**src/sv/pcdq_pkg.sv**
```systemverilog
// Shared constants and types of the per-channel dequantizer.
package pcdq_pkg;

  localparam int MAX_CHANNELS = 1024;
  localparam int CH_W         = 10;
  localparam int COUNT_W      = 11;
  localparam int ETYPE_W      = 3;
  localparam int CFG_IDX_W    = 1;
  localparam int CFG_DATA_W   = 11;

  localparam logic [1:0] CMD_LOAD    = 2'd0;
  localparam logic [1:0] CMD_WEIGHT  = 2'd1;
  localparam logic [1:0] CMD_RESTART = 2'd2;
  localparam logic [1:0] CMD_NOP     = 2'd3;

  localparam logic [ETYPE_W-1:0] ET_INT8  = 3'd0;
  localparam logic [ETYPE_W-1:0] ET_INT4  = 3'd1;
  localparam logic [ETYPE_W-1:0] ET_INT2  = 3'd2;
  localparam logic [ETYPE_W-1:0] ET_UINT8 = 3'd3;
  localparam logic [ETYPE_W-1:0] ET_UINT4 = 3'd4;
  localparam logic [ETYPE_W-1:0] ET_UINT2 = 3'd5;

  localparam logic [CFG_IDX_W-1:0] CFG_ELEMENT_TYPE  = 1'b0;
  localparam logic [CFG_IDX_W-1:0] CFG_CHANNEL_COUNT = 1'b1;

  localparam logic [31:0] FP_QNAN = 32'h7FC0_0000;

  typedef struct packed {
    logic [31:0]        scale;
    logic signed [8:0]  zp;
    logic signed [9:0]  w;
    logic [CH_W-1:0]    ch;
    logic               last;
  } op_t;

endpackage

```
**src/sv/pcdq_out_if.sv**
```systemverilog
// Result channel of the per-channel dequantizer.
interface pcdq_out_if;
  logic        valid;
  logic        ready;
  logic [31:0] value_bits;
  logic [9:0]  channel_index;
  logic        row_end;

  modport source (output valid, value_bits, channel_index, row_end, input ready);
  modport sink (input valid, value_bits, channel_index, row_end, output ready);
endinterface

```
**src/sv/pcdq_fmul.sv**
```systemverilog
// Pipelined fp32 scale times integer difference with round-to-nearest-even.
module pcdq_fmul (
  input  logic          clk,
  input  logic          rst_n,
  input  logic          op_valid,
  output logic          op_ready,
  input  pcdq_pkg::op_t op,
  pcdq_out_if.source    out_ch
);

  // Multiply stage.
  logic signed [10:0] diff;
  logic               dneg;
  logic [9:0]         mag;
  logic [7:0]         e_raw;
  logic [23:0]        mant_in;
  logic               sgn;

  logic               v2_r, v3_r, ov_r;
  logic [33:0]        p2_r, p3_r;
  logic [7:0]         exp2_r, exp3_r;
  logic               sign2_r, sign3_r;
  logic               spec2_r, spec3_r;
  logic [31:0]        specv2_r, specv3_r, spec_nxt;
  logic [pcdq_pkg::CH_W-1:0] ch2_r, ch3_r, och_r;
  logic               last2_r, last3_r, olast_r;
  logic [5:0]         lead;
  logic [5:0]         lead3_r;
  logic signed [10:0] be;
  logic signed [10:0] be3_r;
  logic               zero3_r;
  logic [31:0]        oval_r, res;
  logic [5:0]         nshift;
  logic [33:0]        q, sub;
  logic [7:0]         sh8;
  logic               rnd;
  logic [30:0]        sum;

  logic s2_ready, s3_ready, out_rdy;

  assign out_rdy  = !ov_r || out_ch.ready;
  assign s3_ready = !v3_r || out_rdy;
  assign s2_ready = !v2_r || s3_ready;
  assign op_ready = s2_ready;

  always_comb begin
    diff    = $signed({op.w[9], op.w}) - $signed({{2{op.zp[8]}}, op.zp});
    dneg    = diff[10];
    mag     = dneg ? 10'(-diff) : diff[9:0];
    e_raw   = op.scale[30:23];
    mant_in = {e_raw != 8'd0, op.scale[22:0]};
    sgn     = op.scale[31] ^ dneg;
    if (op.scale[22:0] != 23'd0) begin
      spec_nxt = op.scale | 32'h0040_0000;
    end else if (diff == 11'sd0) begin
      spec_nxt = pcdq_pkg::FP_QNAN;
    end else begin
      spec_nxt = {sgn, 8'hFF, 23'd0};
    end
  end

  always_ff @(posedge clk) begin
    if (!rst_n) begin
      v2_r <= 1'b0;
    end else if (s2_ready) begin
      v2_r <= op_valid;
    end
    if (s2_ready && op_valid) begin
      p2_r     <= 34'(mant_in) * 34'(mag);
      exp2_r   <= (e_raw == 8'd0) ? 8'd1 : e_raw;
      sign2_r  <= sgn;
      spec2_r  <= (e_raw == 8'hFF);
      specv2_r <= spec_nxt;
      ch2_r    <= op.ch;
      last2_r  <= op.last;
    end
  end

  // Leading-one stage.
  always_comb begin
    lead = 6'd0;
    for (int i = 0; i < 34; i++) begin
      if (p2_r[i]) lead = 6'(i);
    end
    be = $signed({5'd0, lead}) + $signed({3'd0, exp2_r}) - 11'sd23;
  end

  always_ff @(posedge clk) begin
    if (!rst_n) begin
      v3_r <= 1'b0;
    end else if (s3_ready) begin
      v3_r <= v2_r;
    end
    if (s3_ready && v2_r) begin
      p3_r     <= p2_r;
      exp3_r   <= exp2_r;
      lead3_r  <= lead;
      be3_r    <= be;
      zero3_r  <= (p2_r == 34'd0);
      sign3_r  <= sign2_r;
      spec3_r  <= spec2_r;
      specv3_r <= specv2_r;
      ch3_r    <= ch2_r;
      last3_r  <= last2_r;
    end
  end

  // Normalise and round. A subnormal result is exact, so it needs no rounding.
  always_comb begin
    nshift = 6'd33 - lead3_r;
    q      = p3_r << nshift;
    rnd    = q[9] & ((|q[8:0]) | q[10]);
    sum    = {be3_r[7:0], q[32:10]} + 31'(rnd);
    sh8    = exp3_r - 8'd1;
    sub    = p3_r << sh8[4:0];
    if (spec3_r) begin
      res = specv3_r;
    end else if (zero3_r) begin
      res = {sign3_r, 31'd0};
    end else if (be3_r >= 11'sd255) begin
      res = {sign3_r, 8'hFF, 23'd0};
    end else if (be3_r <= 11'sd0) begin
      res = {sign3_r, 8'd0, sub[22:0]};
    end else begin
      res = {sign3_r, sum};
    end
  end

  always_ff @(posedge clk) begin
    if (!rst_n) begin
      ov_r <= 1'b0;
    end else if (out_rdy) begin
      ov_r <= v3_r;
    end
    if (out_rdy && v3_r) begin
      oval_r  <= res;
      och_r   <= ch3_r;
      olast_r <= last3_r;
    end
  end

  assign out_ch.valid         = ov_r;
  assign out_ch.value_bits    = oval_r;
  assign out_ch.channel_index = och_r;
  assign out_ch.row_end       = olast_r;

endmodule

```
**src/flat_wrapper.sv**
```systemverilog
// flat-port wrapper written by rule: the top's interface ports become plain ports
module pcdq_fmul_flat 
  (clk, rst_n, op_valid, op_ready, op, out_ch_valid, out_ch_value_bits, out_ch_channel_index, out_ch_row_end, out_ch_ready);
  pcdq_out_if out_ch_i ();
  input  logic clk;
  input  logic rst_n;
  input  logic op_valid;
  output logic op_ready;
  input  pcdq_pkg::op_t op;
  output wire logic [$bits(out_ch_i.valid)-1:0] out_ch_valid;
  output wire logic [$bits(out_ch_i.value_bits)-1:0] out_ch_value_bits;
  output wire logic [$bits(out_ch_i.channel_index)-1:0] out_ch_channel_index;
  output wire logic [$bits(out_ch_i.row_end)-1:0] out_ch_row_end;
  input wire logic [$bits(out_ch_i.ready)-1:0] out_ch_ready;
  assign out_ch_valid = out_ch_i.valid;
  assign out_ch_value_bits = out_ch_i.value_bits;
  assign out_ch_channel_index = out_ch_i.channel_index;
  assign out_ch_row_end = out_ch_i.row_end;
  assign out_ch_i.ready = out_ch_ready;
  pcdq_fmul u_core (.clk(clk), .rst_n(rst_n), .op_valid(op_valid), .op_ready(op_ready), .op(op), .out_ch(out_ch_i));
endmodule
```
**config.mk**
```make
export PLATFORM = sky130hd
export DESIGN_NAME = pcdq_fmul_flat
export DESIGN_NICKNAME = d
export VERILOG_FILES = /design/src/sv/pcdq_pkg.sv /design/src/sv/pcdq_out_if.sv /design/src/sv/pcdq_fmul.sv /design/src/flat_wrapper.sv
export SDC_FILE = /design/constraint.sdc
export NUM_CORES = 1
export LEC_CHECK = 0
export BUFFER_PORTS_ARGS = -buffer_cell sky130_fd_sc_hd__clkbuf_2
export CAP_MARGIN = 10
export CORE_MARGIN = 2
export CORE_UTILIZATION = 50
export CTS_CLUSTER_SIZE = 25
export DETAILED_ROUTE_END_ITERATION = 10
export PLACE_DENSITY = 0.67
export SKIP_LAST_GASP = 1
export SLEW_MARGIN = 10
export SYNTH_ARGS = -nofsm -noshare
export SYNTH_HDL_FRONTEND = slang
export SYNTH_SLANG_ARGS = --single-unit
export TNS_END_PERCENT = 20
```
**constraint.sdc**
```tcl
create_clock -name clk -period 15.8 [get_ports clk]
set_clock_uncertainty 0.2 [all_clocks]
set_input_delay 4.74 -clock clk [delete_from_list [all_inputs] [get_ports clk]]
set_output_delay 4.74 -clock clk [all_outputs]
set_load 0.03 [all_outputs]
```
## Word-level counts from Yosys, hierarchy flattened

Cells that the tools add are included.

- Logic and storage cells: 95
- Register bits: 235
- Output and inout bits: 45
- Input bits: 66

- Bitwise gates (word level): 3
- Reductions and logical operators: 15
- Multiply operators: 1
- Add/subtract/negate cells: 7
- Shift operators: 2
- Equality and inequality tests: 1
- Order comparisons: 2
- Muxes and demuxes: 40

Operators with widths:

| kind | count |
|---|---|
| 32-bit two-way mux | 3 |
| 31-bit two-way mux | 3 |
| 5-bit two-way mux | 16 |
| 34-bit logical NOT | 1 |
| 24-bit by 10-bit multiplier with 34-bit output | 1 |
| 34-bit by 5-bit << shifter with 23-bit output | 1 |
| 34-bit by 6-bit << shifter with 33-bit output | 1 |
| 4-bit two-way mux | 8 |
| 31-bit by 1-bit adder with 31-bit output | 1 |
| 23-bit nonzero test | 1 |
| 3-bit two-way mux | 4 |
| 6-bit two-way mux | 2 |
| 11-bit by 9-bit greater-or-equal comparator with 1-bit output, second input constant | 1 |
| 11-bit by 1-bit <= comparator with 1-bit output, second input constant | 1 |
| 11-bit logical NOT | 1 |
| 10-bit by 9-bit subtractor with 11-bit output | 1 |
| 11-bit by 6-bit subtractor with 11-bit output, second input constant | 1 |
| 10-bit two-way mux | 1 |
| 10-bit negator | 1 |
| 6-bit by 8-bit adder with 9-bit output | 1 |
| 9-bit OR reduction | 1 |
| 8-bit equality test, second input constant | 1 |
| 8-bit logical NOT | 1 |
| 8-bit nonzero test | 1 |
| 10 further kinds | 17 |

## Depth between registers and ports, before layout

Gate-level depths: netlist (run 1).

- Depth after elaboration: 35
- Mapped depth: 36
- Mapped depth without buffers: 34

## Least setup slack after synthesis (run 1)

No wires, ideal clock.

- Kind: input to register
- Start: input port out_ch_ready
- End: register u_core.be3_r[0], enable pin
- Arrival time: 12.147 ns
- Buffers on the path: 0
- Cell stages on the path: 2
- Setup slack: 2.738 ns
- Library setup time: 0.715 ns
- Required time: 14.885 ns
- Cells stage by stage: nor2b_1 -> a21boi_0

- Longest elaborated chain between the ends: 3

Ends and longest elaborated chain:

| what | line | text |
|---|---|---|
| from (decl) | flat_wrapper.sv:14 | `input wire logic [$bits(out_ch_i.ready)-1:0] out_ch_ready;` |
| 1-bit logical OR | pcdq_fmul.sv:41 | `assign out_rdy = !ov_r \|\| out_ch.ready;` |
| 1-bit logical OR | pcdq_fmul.sv:42 | `assign s3_ready = !v3_r \|\| out_rdy;` |
| 1-bit logical AND | pcdq_fmul.sv:94 | `if (s3_ready && v2_r) begin` |
| to (signal assigned) | pcdq_fmul.sv:98 | `be3_r <= be;` |
| to (decl) | pcdq_fmul.sv:30 | `logic signed [10:0] be3_r;` |

No other way between the ends.
A chain may end at the register's enable or synchronous reset.

## Worst setup path after layout (run 1)

- Start: input port op[11] (netlist name)
- End: register u_core.p2_r[33] (data pin)

- Longest elaborated chain between the ends: 4

Ends and longest elaborated chain:

| what | line | text |
|---|---|---|
| from (decl) | flat_wrapper.sv:9 | `input pcdq_pkg::op_t op;` |
| 10-bit by 9-bit subtractor with 11-bit output (*) | pcdq_fmul.sv:47 | `diff = $signed({op.w[9], op.w}) - $signed({{2{op.zp[8]}}, op.zp});` |
| 10-bit negator | pcdq_fmul.sv:49 | `mag = dneg ? 10'(-diff) : diff[9:0];` |
| 10-bit two-way mux (*) | pcdq_fmul.sv:49 |  |
| 24-bit by 10-bit multiplier with 34-bit output (*) | pcdq_fmul.sv:69 | `p2_r <= 34'(mant_in) * 34'(mag);` |
| to (signal assigned) | pcdq_fmul.sv:69 |  |
| to (decl) | pcdq_fmul.sv:20 | `logic [33:0] p2_r, p3_r;` |

Every way passes the cells marked *; elsewhere a longest branch is shown, timed or not.

==> reports/metrics.cfg, run 1 <==
[timing]
max_slew_margin_pct = 20.1
rsz0062_at_grt = no
whs_ns = 0.204
clock.fmax_mhz = 75.6
hold_viol = 0
period_share_pct = 83.8
finalSetupViolCount = 0
slew_violations = 0
tns_ns = 0
finalCriticalPeriod_ns = 13.23
tightest_slew_ns = 1.19

[place]
port_buffers = 110
dp_hpwl_um = 38300
gp_congestion = 0.944

[routing]
wl_um = 50000
first_iter_violations = 965
vias_per_cell = 5.73
drt_first_pass_iters = 5
num_vias = 14200
ant_nets = 0
avgRoutedWirePerCell_um = 20.2
drc_errors = 0

[logic_synthesis]
synthFlopType = edfxtp_1
syn_nets = 2234
synth_area_um2 = 20300
synth_cell_type_count = 88
synth_edf_count = 231
yosysSeqAreaShare_pct = 34.5
synthCells = 1902
avgSynthCellArea_um2 = 10.7
ys_warn_count = 0
async_flop_share_pct = 0
ys_seq_elements = 234

[layout]
nFillCells = 3516
ff_latch_area_um2 = 7000
finalNetCount = 2272
layout_commonest_cell = edfxtp_1
multiInputGateArea_um2 = 12000
diodes = 0
most-common-layout-cells = 231 x edfxtp_1, 223 x inv_1, 215 x nand2_1
syn2layout_area_growth_pct = 8.26
drive_gt1_share_pct = 13.2

[global_route]
grt_pass1_vias = 14400
use_met1_pct = 33.8
gr-usage-met2_pct = 41.6
grtUsageMet3_pct = 2.36
antenna_found_initial = 0
track_usage_pct = 24.6
grt-ovfl-total = 0
top_usage_layer = met2
grt_pass1_wl_um = 80000
grt_max_degree = 79

[clocking]
hold_buffers = 0
clkLatencyLatePin_ns = 0.53
path_clk_slew_ns = 0.06
ctsResizeCount = 0
cts_root_buffer = clkbuf_16
clk_path_buf_depth = 3
cts-htree-levels = 1
cts_tree = yes
post-cts-setup-buffers = 0
numCtsBuffers = 23
cts_sinks = 234

[critical_path]
crit_path_top_delay_cell = xnor2_2
cp.required_ns = 15.89
ff2ff_path_depth = 17
end_kind = flop
critPathArrivalTime_ns = 13.32
critical_path_class = primary input to flop
cp-start-kind = primary input
crit_fanout = 24
slowest_delay_ns = 0.92

[die]
dieArea_um2 = 42100
fp.coreArea_um2 = 39800
start_util_pct = 50.9
die_h_um = 205
std_cell_rows = 73
io_pins = 111
fp.dieW_um = 205

[flow_run]
maxCapViolations = 0

[min_path]
worstHoldPathType = flop to flop
holdPathStages = 0

[run_status]
run_status = complete, no violations

[sequential cells by signal, indices dropped and copies added (netlist names), 11 cells and up]
name,count
u_core.p2_r,34
u_core.p3_r,33
u_core.out_ch.value_bits,32
u_core.specv2_r,32
u_core.specv3_r,32
u_core.be3_r,11
[logic make-up after synthesis]
group	count (synthesis)	synth area share, %
and+or+nand+nor	597	14.9
buffers and inverters	345	6.80
AOI/OAI and AO/OA	275	9.18
adders and majority gates	266	22.9
DFF	234	34.5
muxes	97	7.70
xor gates and xnor gates	88	3.93
[synthesized netlist by cell type, drive strengths merged, types with 9 or more instances]
library cell | count | share of area (%)
o21ai | 48 | 1.2
a31oi | 11 | 0.34
xor2 | 33 | 1.5
buf | 20 | 0.78
a32oi | 10 | 0.43
ha | 90 | 5.6
nor2b | 100 | 3.1
o21bai | 12 | 0.44
a21o | 24 | 0.89
nor4 | 21 | 0.72
nand3 | 24 | 0.62
o31ai | 9 | 0.33
and2 | 41 | 1.3
a21oi | 66 | 1.6
mux2 | 13 | 0.72
nand2b | 23 | 0.71
mux2i | 40 | 2.0
nor2 | 91 | 1.7
edfxtp | 231 | 34
a211oi | 13 | 0.48
xnor2 | 55 | 2.4
o221ai | 12 | 0.52
inv | 225 | 4.2
nor3 | 27 | 0.77
and3 | 12 | 0.37
nand4 | 10 | 0.34
fa | 176 | 17
clkbuf | 100 | 1.9
nand2 | 215 | 4.0
or2 | 12 | 0.38
mux4 | 44 | 5.0
[critical path: cells and delay by family]
| family | cells | cell delay (ns) |
|---|---|---|
| simple gates | 4 | 0.56 |
| compound gates | 14 | 3.23 |
| xor+xnor | 2 | 0.99 |
| fa+ha+maj | 8 | 3.46 |
| buf+inv | 7 | 0.35 |
[area by class of cell]
type / count / area share, %
Timing Repair Buffer: 133 / 3.30
Clock inverter: 12 / 0.702
Tap cell: 525 / 2.99
Clock buffer: 28 / 2.71
Sequential cell: 234 / 31.9
Multi-Input combinational cell: 1323 / 54.5
Inverter: 225 / 3.85
[metrics by stage]
stage               setup slack (ns)  cells  instance area (µm²)  utilization (%)
floorplan                       2.74   1902                20300                -
global placement                2.22   2440                21200             53.2
detailed placement              2.07   2440                21200             53.2
CTS                             2.60   2480                21900             55.1
global route                    1.89   2480                21900             55.1
finish                          2.57   2480                21900             55.1
[final timing paths]
path / startpoint / to / slack, ns
worst max-delay path: op[11] / u_core.p2_r[33] / 2.57
worst min-delay path: u_core.specv2_r[4] / u_core.specv3_r[4] / 0.20
worst max register to register: u_core.lead3_r[1] / u_core.out_ch.value_bits[18] / 10.46
worst min register to register: u_core.specv2_r[4] / u_core.specv3_r[4] / 0.20
[metal layers]
metal / part of all wire (%) / wire length (µm) / up-vias
li1: - / - / 6587
met1: 43 / 21400 / 7094
met2: 49 / 24400 / 438
met3: 5.3 / 2640 / 89
met4: 3.1 / 1560 / 0
met5: 0 / 0 / -
Power of run 1 is not shown: default switching activity piles up to over one toggle a cycle in this logic, so the estimate is an artifact.
==> run 2: changes to the inputs <==
--- a/config.mk
+++ b/config.mk
@@ -11,7 +11,7 @@
 export CORE_UTILIZATION = 50
 export CTS_CLUSTER_SIZE = 25
 export DETAILED_ROUTE_END_ITERATION = 10
-export PLACE_DENSITY = 0.67
+export PLACE_DENSITY = 0.7
 export SKIP_LAST_GASP = 1
 export SLEW_MARGIN = 10
 export SYNTH_ARGS = -nofsm -noshare
==> constraint.sdc (replaced) <==
create_clock -name clk -period 11.3 [get_ports clk]
set_clock_uncertainty 0.2 [all_clocks]
set_input_delay 3.39 -clock clk [delete_from_list [all_inputs] [get_ports clk]]
set_output_delay 3.39 -clock clk [all_outputs]
set_load 0.03 [all_outputs]
==> reports/metrics.cfg, run 2 (same netlist as run 1, synthesis figures left out) <==
[run_status]
run_status = complete, no violations  ; unchanged

[clocking]
cts-htree-levels = 1  ; unchanged
clk_path_buf_depth = 3  ; unchanged
cts_root_buffer = clkbuf_16  ; unchanged
clkLatencyLatePin_ns = 0.53  ; about the same
cts_sinks = 234  ; unchanged
cts_tree = yes  ; unchanged
numCtsBuffers = 23  ; unchanged
path_clk_slew_ns = 0.06  ; about the same

[timing]
finalSetupViolCount = 0  ; unchanged
tightest_slew_ns = 1.06  ; was 1.19 ns
clock.fmax_mhz = 92.0
finalCriticalPeriod_ns = 10.87
slew_violations = 0  ; unchanged
rsz0062_at_grt = no  ; unchanged
max_slew_margin_pct = 28.4  ; was 20.1%
period_share_pct = 96.2
hold_viol = 0  ; unchanged

[global_route]
track_usage_pct = 23.7  ; was 24.6%
antenna_found_initial = 0  ; unchanged
grt-ovfl-total = 0  ; unchanged
grt_pass1_wl_um = 78200  ; was 80000 µm
grt_max_degree = 82  ; was 79
grt_pass1_vias = 14300  ; was 14400

[layout]
reg_top3 = u_core.p2_r: 34 flops, u_core.p3_r: 33 flops  ; unchanged
finalNetCount = 2343  ; was 2272
layout_commonest_cell = edfxtp_1  ; unchanged
diodes = 0  ; unchanged
nFillCells = 3388  ; was 3516
drive_gt1_share_pct = 16.8  ; was 13.2%
most-common-layout-cells = 231 x edfxtp_1, 223 x inv_1, 215 x nand2_1  ; unchanged
fin_util_pct = 56.6  ; was 55.1%
multiInputGateArea_um2 = 12000  ; about the same
syn2layout_area_growth_pct = 11.2  ; was 8.26%
ff_latch_area_um2 = 7000  ; unchanged
largest_register_ffs = 34  ; unchanged
top_register = u_core.p2_r  ; unchanged

[place]
gp_congestion = 0.922  ; was 0.944
dp_hpwl_um = 38300  ; about the same
port_buffers = 110  ; unchanged

[die]
std_cell_rows = 73  ; unchanged
io_pins = 111  ; unchanged
dieArea_um2 = 42100  ; unchanged
fp.dieW_um = 205  ; unchanged
start_util_pct = 50.9  ; unchanged
fp.coreArea_um2 = 39800  ; unchanged
die_h_um = 205  ; unchanged

[routing]
wl_um = 48900  ; was 50000 µm
first_iter_violations = 1017  ; was 965
drt_first_pass_iters = 6  ; was 5
vias_per_cell = 5.67  ; was 5.73
drc_errors = 0  ; unchanged
avgRoutedWirePerCell_um = 19.2  ; was 20.2 µm
ant_nets = 0  ; unchanged
num_vias = 14500  ; was 14200

[flow_run]
maxCapViolations = 0  ; unchanged

[critical_path]
critPathArrivalTime_ns = 10.95  ; was 13.32 ns
critical_path_class = primary input to flop  ; unchanged
reg2reg_slack_ns = 6.02  ; was 10.46 ns
slowest_delay_ns = 0.49  ; was 0.92 ns
cp-start-kind = primary input  ; unchanged
rr_endpoint = u_core.out_ch.value_bits[24]  ; was u_core.out_ch.value_bits[18]
cp.required_ns = 11.38  ; was 15.89 ns
end_kind = flop  ; unchanged
ff2ff_path_depth = 17  ; unchanged
crit_path_top_delay_cell = fa_1  ; was xnor2_2
rr_startpoint = u_core.lead3_r[1]  ; unchanged
crit_fanout = 7  ; was 24

[min_path]
worstHoldStart = u_core.specv2_r[22]  ; was u_core.specv2_r[4]
worstHoldPathType = flop to flop  ; unchanged
holdPathEnd = u_core.specv3_r[22]  ; was u_core.specv3_r[4]
holdPathStages = 0  ; unchanged

-- run 2: cell type report --
type	instances	area share [%]
tap	525	2.92
clock inverter	10	0.556
multi-input combinational	1323	53.4
timing repair buffer	204	5.63
inverter	225	3.75
clock buffer	30	2.67
sequential	234	31.1
-- run 2: routing by layer --
| metal | vias up | wire (µm) | global-route usage [%] |
|---|---|---|---|
| li1 | 6726 | - | - |
| met1 | 7221 | 21600 | 33.7 |
| met2 | 438 | 23700 | 40.1 |
| met3 | 71 | 2450 | 1.85 |
| met4 | 0 | 1170 | 5.37 |
| met5 | - | 0 | 0 |
-- run 2: how the worst max path moves through the flow --
| stage | depth (start not counted) | startpoint | to | slack [ns] |
|---|---|---|---|---|
| floorplan | 30 | op[11] | u_core.p2_r[33] | -0.03 |
| global placement | 36 | op[11] | u_core.p2_r[33] | -0.11 |
| detailed placement | 37 | op[11] | u_core.p2_r[31] | -0.36 |
| CTS | 36 | op[11] | u_core.p2_r[33] | 0.22 |
| global route | 37 | op[22] | u_core.p2_r[31] | 0.009 |
| finish | 36 | op[11] | u_core.p2_r[33] | 0.43 |
-- run 2: metrics by stage --
stage	setup TNS [ns]	cells	area (µm²)	setup slack, ns	hold slack (ns)
2_1_floorplan	-0.0259	1902	20300	-0.0259	0.200
3_3_place_gp	-0.290	2510	21700	-0.107	0.201
3_5_place_dp	-1.28	2510	21700	-0.363	0.205
4_1_cts	0	2550	22500	0.216	0.216
5_1_grt	0	2551	22500	0.00939	0.222
6_report	0	2551	22500	0.431	0.212
-- run 2: worst max-delay path, delay by kind of cell --
family          cells  cell delay [ns]
simple gates        5             1.08
fa+ha+maj           8             3.11
buf+inv             9             0.85
compound gates     12             2.25
xor+xnor            2             0.30
-- run 2: what timing repair did --
action,CTS,global route
resized for setup,0,14
setup endpoints to repair,0,7
hold buffers,0,0
buffers inserted,0,1
Power of run 2 is left out for the same reason.
